--- src/hw/rtl/imh_key_cmp.sv ---
module imh_key_cmp #(
  parameter int KEY_WIDTH = 32
) (
  input  logic [KEY_WIDTH-1:0] a,
  input  logic [KEY_WIDTH-1:0] b,
  output logic                 lt
);
  // unsigned strict less-than; equal keys never move an entry
  assign lt = (a < b);
endmodule

--- config.mk ---
export PLATFORM = sky130hd
export DESIGN_NAME = imh_key_cmp
export DESIGN_NICKNAME = d
export VERILOG_FILES = /design/src/hw/rtl/imh_key_cmp.sv
export SDC_FILE = /design/constraint.sdc
export NUM_CORES = 1
export LEC_CHECK = 0
export BUFFER_PORTS_ARGS = -buffer_cell sky130_fd_sc_hd__buf_4
export CORE_MARGIN = 2
export CORE_UTILIZATION = 38
export DETAILED_ROUTE_END_ITERATION = 10
export PLACE_DENSITY_LB_ADDON = 0.1
export SETUP_SLACK_MARGIN = 0.02
export SLEW_MARGIN = 40
export SYNTH_ARGS = -nofsm -noshare
export SYNTH_HDL_FRONTEND = slang
export SYNTH_SLANG_ARGS = --single-unit
--- constraint.sdc ---
create_clock -name vclk -period 2
set_input_delay 0.4 -clock vclk [all_inputs]
set_output_delay 0.4 -clock vclk [all_outputs]
set_load 0.01 [all_outputs]
==> results by group <==
Pwr
  • Cell-internal power: 159 uW
  • Leakage power summed over all cells: 0.840 nW
  • Switching part of the total power: 37.6%
  • Fraction of power consumed by the clock network: 0%
  • PwrDens: 186 mW/mm^2
  • Gate power share: 100.0%
  • Highest ir drop seen on vdd: 0.106 mV
  • Sequential share of power: 0%
  • Switching power: 96.1 uW

Floorplanning
  • Vertical die dimension: 49.8 um
  • Starting Density: 40.7%
  • Chip Width: 49.8 um
  • Row count: 16
  • Placeable Area: 0.00196 sq mm
  • Number of top-level pins: 65
  • Total Die Area: 0.00248 sq mm

Yosys
  • Distinct cell type count after synthesis: 19
  • Cell type with the highest aggregate area in the netlist: sky130_fd_sc_hd__ha_1
  • Share of the synthesized area in the top cell type: 48.6%
  • Number of instances in the synthesized netlist: 110
  • Yosys warnings: 0
  • Synth Cell Area: 798 sq um
  • Leading cell types by total area after synthesis: sky130_fd_sc_hd__ha_1 (49%), sky130_fd_sc_hd__inv_1 (15%), sky130_fd_sc_hd__a21oi_1 (6.9%), sky130_fd_sc_hd__nand2_1 (4.7%), sky130_fd_sc_hd__a2111oi_4 (3.4%)
  • Mean post-synth cell area: 7.26 sq um
  • Most instantiated cells after synthesis: sky130_fd_sc_hd__ha_1 (31), sky130_fd_sc_hd__inv_1 (31), sky130_fd_sc_hd__a21oi_1 (11), sky130_fd_sc_hd__nand2_1 (10)
  • Syn nets: 205
  • Sequential cell area fraction in the yosys report: 0%

Finish
  • Final design area excluding fillers: 0.00137 sq mm
  • FF/Latch Area: 0 sq um
  • Layout Area Growth over Synthesis: 72.1%
  • End-of-flow core utilization: 70.0%
  • Number of sequential storage elements: 0
  • Count of placed standard cells in the final layout, fillers left out: 207
  • Final #Nets: 277
  • Fraction of layout instances using a drive strength above 1: 41.1%
  • Clkbuf count: 0
  • Number of antenna repair diodes: 0

Detailed routing
  • Total routed wirelength: 2060 um
  • Wire length per cell after detailed routing: 9.96 um
  • Number of DRC violations after detailed-routing iteration 0: 8
  • Number of remaining DRC errors: 0
  • Number of routed nets with antenna violations: 0
  • Number of optimization iterations in the first detailed-route pass: 3
  • Number of vias after detailed routing: 984
  • Vias/cell: 4.75

Critical path
  • Cells along the critical path: buf_4 > inv_1 > ha_4 > a2111oi_4 > nor4b_1 > or4_1 > a21oi_2 > buf_4
  • Critical Path Sink Type: output port
  • Data arrival time of the worst path: 1.92 ns
  • Critical path origin: b[1]
  • Kind of start point of the critical path: primary input
  • CP Class: primary input to output port
  • Crit-path leading delay family: simple AND/OR/NAND/NOR gates
  • Data required time of the worst path: 1.60 ns
  • Slowest cell delay on critical path: 0.49 ns
  • Buffering stage count on the worst path with inverters included: 3
  • Crit-path slowest cell: sky130_fd_sc_hd__or4_1
  • Largest fanout on the critical path: 1
  • Most used cell along the critical path: sky130_fd_sc_hd__buf_4

Global route
  • Met1 Use GR: 18.7%
  • Total GRT Usage: 17.8%
  • Maximum number of pins on one net before global-route repair: 4
  • Number of global-route vias before repair: 1041
  • GRT met2 Usage: 39.8%
  • Number of antenna violations at the first check in global routing: 0
  • Most used routing layer in global routing: met2
  • Met3 Use GR: 0.303%
  • Wire length of the first global-routing pass: 3720 um
  • Total congestion overflow: 0

STA
  • Worst relative slew slack: 83.0%
  • Count of final setup violators: 1
  • Share of the clock period used by the worst path: 116%
  • Shortest period the worst path allows: 2.32 ns
  • Top achievable clock speed: 0.431 GHz
  • Worst-Margin Slew: 0.252 ns
  • Final Max Tran Viols: 0
  • Total negative slack: -0.318 ns
  • Setup repair after global routing missed its margin: yes
  • Hold violation total from the final report: 0
  • WHS: 1.29 ns
  • Post-route setup slack: -0.318 ns

Outcome
  • Outcome: finished with violations
  • Violations in the final reports: negative setup slack

Worst hold path
  • Worst Hold Class: primary input to output port
  • Worst hold start: a[15]

Job
  • Max-capacitance violation count: 0

Place
  • Detailed-placement wirelength estimate: 2010 um
  • Final weighted congestion in routability-driven placement: 0.714
  • Post-detailed-placement cell area: 0.00137 sq mm
  • Number of placed cells counting well taps: 207
  • IO buf count: 65

Clock tree
  • Hold buffer count at CTS: 0
  • Resized cells post-CTS: 0
[per-layer routing]
layer / share of wire [%] / up-vias
met5: 0 / -
met4: 0 / 0
met3: 5.7 / 0
met2: 57 / 33
met1: 37 / 432
li1: - / 519
[power groups by stage]
stage	clock network (mW)	registers (mW)	logic, mW
2_1_floorplan	0	0	0.118
6_report	0	0	0.255
4_1_cts	0	0	0.260
3_3_place_gp	0	0	0.247
3_5_place_dp	0	0	0.259
5_1_grt	0	0	0.292
[stage by stage]
step                      worst slack (ns)  power, mW
after floorplan                    -0.0762      0.118
after global placement              -0.313      0.247
after detailed placement            -0.348      0.259
after CTS                           -0.325      0.260
after global routing                -0.386      0.292
final                               -0.318      0.255
[worst min-delay path, cell delays in order]
cell                      delay [ns]
sky130_fd_sc_hd__buf_4          0.08
sky130_fd_sc_hd__ha_1           0.12
sky130_fd_sc_hd__or4_1          0.11
sky130_fd_sc_hd__a21oi_2        0.05
sky130_fd_sc_hd__buf_4          0.14
[cell usage in the layout (no fill, tap or decap)]
cell	n
sky130_fd_sc_hd__buf_4	70
sky130_fd_sc_hd__inv_1	31
sky130_fd_sc_hd__ha_1	30
sky130_fd_sc_hd__a21oi_1	10
sky130_fd_sc_hd__nand2_1	10
sky130_fd_sc_hd__nor2_1	4
sky130_fd_sc_hd__o21ai_0	4
sky130_fd_sc_hd__nand3_1	2
sky130_fd_sc_hd__o21a_1	2
sky130_fd_sc_hd__nand4_1	2
sky130_fd_sc_hd__and4_1	2
sky130_fd_sc_hd__a221oi_1	2
sky130_fd_sc_hd__a21o_1	2
sky130_fd_sc_hd__a21boi_0	1
sky130_fd_sc_hd__nand2b_4	1
sky130_fd_sc_hd__a2111oi_4	1
sky130_fd_sc_hd__nor3_1	1
sky130_fd_sc_hd__nor4b_1	1
sky130_fd_sc_hd__o2bb2ai_1	1
sky130_fd_sc_hd__or4_1	1
sky130_fd_sc_hd__a21oi_2	1
sky130_fd_sc_hd__ha_4	1
[cell type report]
class | count | area [sq um]
Multi-Input combinational cell | 79 | 698
Fill cell | 195 | 588
Timing Repair Buffer | 70 | 526
Inverter | 31 | 116
Tap cell | 27 | 33.8
[kinds of logic (layout without fill, tap and decap cells)]
family / Yosys count / in the layout / share of synthesized area [%]
adder cells (fa/ha/maj): 31 / 31 / 48.6
buffers and inverters: 31 / 101 / 14.6
AO/OA/AOI/OAI: 24 / 24 / 20.8
AND/OR/NAND/NOR: 24 / 24 / 16.0
[final timing paths]
check | endpoint | depth (start not counted)
setup / recovery | lt | 8
hold / removal | lt | 5
[timing repair]
action,in CTS,in global routing
gates cloned,0,0
pin swaps,1,0
endpoints found under the setup margin,1,1
setup buffers,0,0
Power figures use the tool's default switching activity.
